==> src/rtl/assert_macros.svh <==
// ----------------------------------------------------------------------------
// Assertion macros
// Shared concurrent assertion forms, clocked on clock and disabled in reset.
// ----------------------------------------------------------------------------
`ifndef ASSERT_MACROS_SVH
`define ASSERT_MACROS_SVH

// The consequent must hold in the same cycle as the antecedent.
`define FRFA_ASSERT_SAME(lbl, ante, cons, msg) \
   lbl: assert property (@(posedge clock) disable iff (reset) (ante) |-> (cons)) \
      else $error(msg);

// The consequent must hold in the cycle after the antecedent.
`define FRFA_ASSERT_NEXT(lbl, ante, cons, msg) \
   lbl: assert property (@(posedge clock) disable iff (reset) (ante) |=> (cons)) \
      else $error(msg);

`endif

==> src/rtl/frfa_ram.sv <==
// ----------------------------------------------------------------------------
// Generic RAM
// One write port and one read port with registered read data.
// ----------------------------------------------------------------------------
`timescale 1ns / 1ps

module frfa_ram #(
   parameter int WIDTH = 8,
   parameter int DEPTH = 64
) (
   input  logic                     clock,
   input  logic                     wr_en,
   input  logic [$clog2(DEPTH)-1:0] wr_addr,
   input  logic [WIDTH-1:0]         wr_data,
   input  logic [$clog2(DEPTH)-1:0] rd_addr,
   output logic [WIDTH-1:0]         rd_data
);

   logic [WIDTH-1:0] mem_ff [DEPTH];
   logic [WIDTH-1:0] rd_data_ff;

   always_ff @(posedge clock) begin
      if (wr_en) begin
         mem_ff[wr_addr] <= wr_data;
      end
      rd_data_ff <= mem_ff[rd_addr];
   end

   assign rd_data = rd_data_ff;

endmodule

==> config.mk <==
export PLATFORM = sky130hd
export DESIGN_NAME = frfa_ram
export DESIGN_NICKNAME = d
export VERILOG_FILES = /design/src/rtl/assert_macros.svh /design/src/rtl/frfa_ram.sv
export SDC_FILE = /design/constraint.sdc
export NUM_CORES = 1
export LEC_CHECK = 0
export ABC_AREA = 1
export ABC_CLOCK_PERIOD_IN_PS = 3300
export BUFFER_PORTS_ARGS = -buffer_cell sky130_fd_sc_hd__clkbuf_2
export CAP_MARGIN = 40
export CORE_AREA = 2 2 240 242
export DETAILED_ROUTE_END_ITERATION = 6
export DIE_AREA = 0 0 242 244
export PLACE_DENSITY_LB_ADDON = 0.2
export SLEW_MARGIN = 20
export SYNTH_ARGS = -nofsm -noshare
export SYNTH_HDL_FRONTEND = slang
export SYNTH_SLANG_ARGS = --single-unit
==> constraint.sdc <==
create_clock -name clock -period 3.3 [get_ports clock]
set_input_delay 0.825 -clock clock [delete_from_list [all_inputs] [get_ports clock]]
set_output_delay 0.825 -clock clock [all_outputs]
set_load 0.01 [all_outputs]
==> results.toml <==
[status]
status = "finished, final reports clean"

[setup_path]
critPathRequiredTime_ps = 3840
crit_type = "input pin to flip-flop"
critPathLaunchType = "input pin"
crit_fanout = 28
arrival_ps = 2660
endpoint_kind = "flip-flop"

[sta]
slew_violations = 0
post-route-period-util_pct = 64.17
slew_headroom_pct = 44.38
rsz0062_at_grt = "false"
hold_viol_final = 0
worst_pin_slew_ps = 834.2
period_needed_ps = 2118
hold_ws_ps = 573.5
finClkSkew_ps = 17.40
fmax_ghz = 0.4722
setup_viol_count_final = 0
tns_ps = 0

[floorplan]
dieArea_um2 = 59050
rows = 87
die_h_um = 244
initial_utilization_pct = 37.99
die_x_um = 242
coreArea_um2 = 56170
io-pin-count = 30

[yosys]
yosysSeqAreaShare_pct = 72.80
synthCells = 1805
yosysTopAreaCellShare_pct = 72.05
netlist_top_cells_count = "648 x nand2_1, 512 x edfxtp_1, 439 x nand3_1"
netlist_area_um2 = 21340
synth_seq_cells = 520
synth_warnings = 0
synth_area_per_cell_um2 = 11.82
synth_nets = 1827
synth_most_common_cell = "nand2_1"
synth_flop_cell = "edfxtp_1"
synthDistinctLibCells = 16
ys_top_cells_by_area = "edfxtp_1 72%, nand2_1 11%, nand3_1 10%"
async_flop_share_pct = 0
synth_edf_count = 512
synth_top_area_cell = "edfxtp_1"

[flow_run]
drv_cap = 0

[clock_tree]
post_cts_buffers = 0
clock_path_buffers = 3
h-tree-depth = 2
cts_sinks = 520
holdBufCountCts = 0
clock-root-buffer = "clkbuf_16"
cts_buffers = 55
clk_pin_slew_worst_paths_ps = 60
cts_tree = "built"
clk_latency_ps = 610
post_cts_resize_count = 0

[cells_and_area]
nFillCells = 5254
fin_util_pct = 43.37
diodes = 0
fin_nets = 1911
final_layout_size_suffix_gt1_share_pct = 11.28
syn_to_final_growth_pct = 14.15

[detailed_routing]
wl_per_cell_um = 21.79
drt-initial-drc-count = 1263
routed_via_density = 5.182
dr.pass1.iters = 5
wirelength_um = 58600
route.vias.total = 13930
postRouteAntennaNets = 0
drc = 0

[power]
power.density_nw_per_um2 = 578.2
leakage_uw = 0.008836
ir_worst_vdd_uv = 392.9
finalPower_uw = 14080

[grt]
grt_max_degree = 129
grt_use_met1_pct = 27.81
grtUsageMet3_pct = 3.270
grt_usage_pct = 19.82
grt_pass1_vias = 13780
gr-usage-met2_pct = 31.52
grt-ovfl-total = 0
grt_pass1_wl_um = 88150
antenna_found_initial = 2
grt-busiest-layer = "met2"

[hold_path]
hp-class = "input pin to flip-flop"

[place]
dp_hpwl_um = 35680
io_buffer_count = 29
gp_congestion = 0.8960
-- critical path, cell delays in order --
cell and delay [ps]:
clkbuf_2 100, inv_2 470, buf_4 400, nand3_1 190, nand2_1 160, nand2_1 70, nand3_1 90, nand3_1 220
nand2_1 120
-- layout by cell type (no fill, tap or decap) --
cell,count
buf_12,13
buf_16,2
buf_4,97
bufinv_16,3
clkbuf_1,16
clkbuf_16,55
clkbuf_2,27
clkbuf_8,3
clkinv_1,10
clkinv_2,9
clkinvlp_4,3
dfxtp_1,8
edfxtp_1,512
inv_1,9
inv_2,1
inv_4,1
inv_6,3
inv_8,1
nand2_1,648
nand3_1,439
nand4_1,9
nor2_1,56
nor4_1,8
-- logic make-up (layout without fill, tap and decap cells) --
logic type | after synthesis | count (layout) | share of synthesized area, %
AND/OR/NAND/NOR | 1160 | 1160 | 23.18
flip-flops | 520 | 520 | 72.80
buffers and inverters | 125 | 253 | 4.022
-- final cells by class --
| type | count | area (um^2) | area share (%) |
|---|---|---|---|
| multi-input cells | 1160 | 4946 | 20.30 |
| inverters | 12 | 55.05 | 0.2260 |
| repair buffers | 140 | 1192 | 4.895 |
| flip-flops and latches | 520 | 15530 | 63.77 |
| clock buffers | 73 | 1464 | 6.010 |
| well taps | 756 | 945.9 | 3.883 |
| clock inverters | 28 | 221.5 | 0.9091 |
-- sequential cells by signal, indices dropped and copies added, names as in the netlist --
register,cells
mem_ff,512
rd_data,8
-- where the power goes --
part,switching [uW],internal [uW]
registers,29.8,7310
clock network,2500,3340
logic,667,239
total,3200,10900
-- stage by stage --
step                      std cells  area [um^2]  setup slack, ps
after floorplan                1805        21340            708.9
after global placement         2586        22620            649.4
after detailed placement       2588        22670            637.4
after CTS                      2689        24360             1212
after global routing           2689        24360             1176
final                          2689        24360             1182
-- metal layers --
metal	part of all wire (%)	up-vias
met5	0.022	-
met3	6.1	96
met2	46	438
met4	2.7	2
li1	-	6522
met1	45	6876
-- path summary, 6_finish.rpt --
| path | end | slack [ps] | start | cells after the start |
|---|---|---|---|---|
| worst max-delay path | rd_data[0] | 1180 | rd_addr[2] | 9 |
| worst min-delay path | mem_ff[57][4] | 570 | wr_data[4] | 1 |
| worst max register to register | rd_data[4] | 1860 | mem_ff[59][4] | 8 |
| worst min register to register | rd_data[7] | 840 | mem_ff[34][7] | 8 |
No activity file was read; power rests on OpenSTA's default activity.
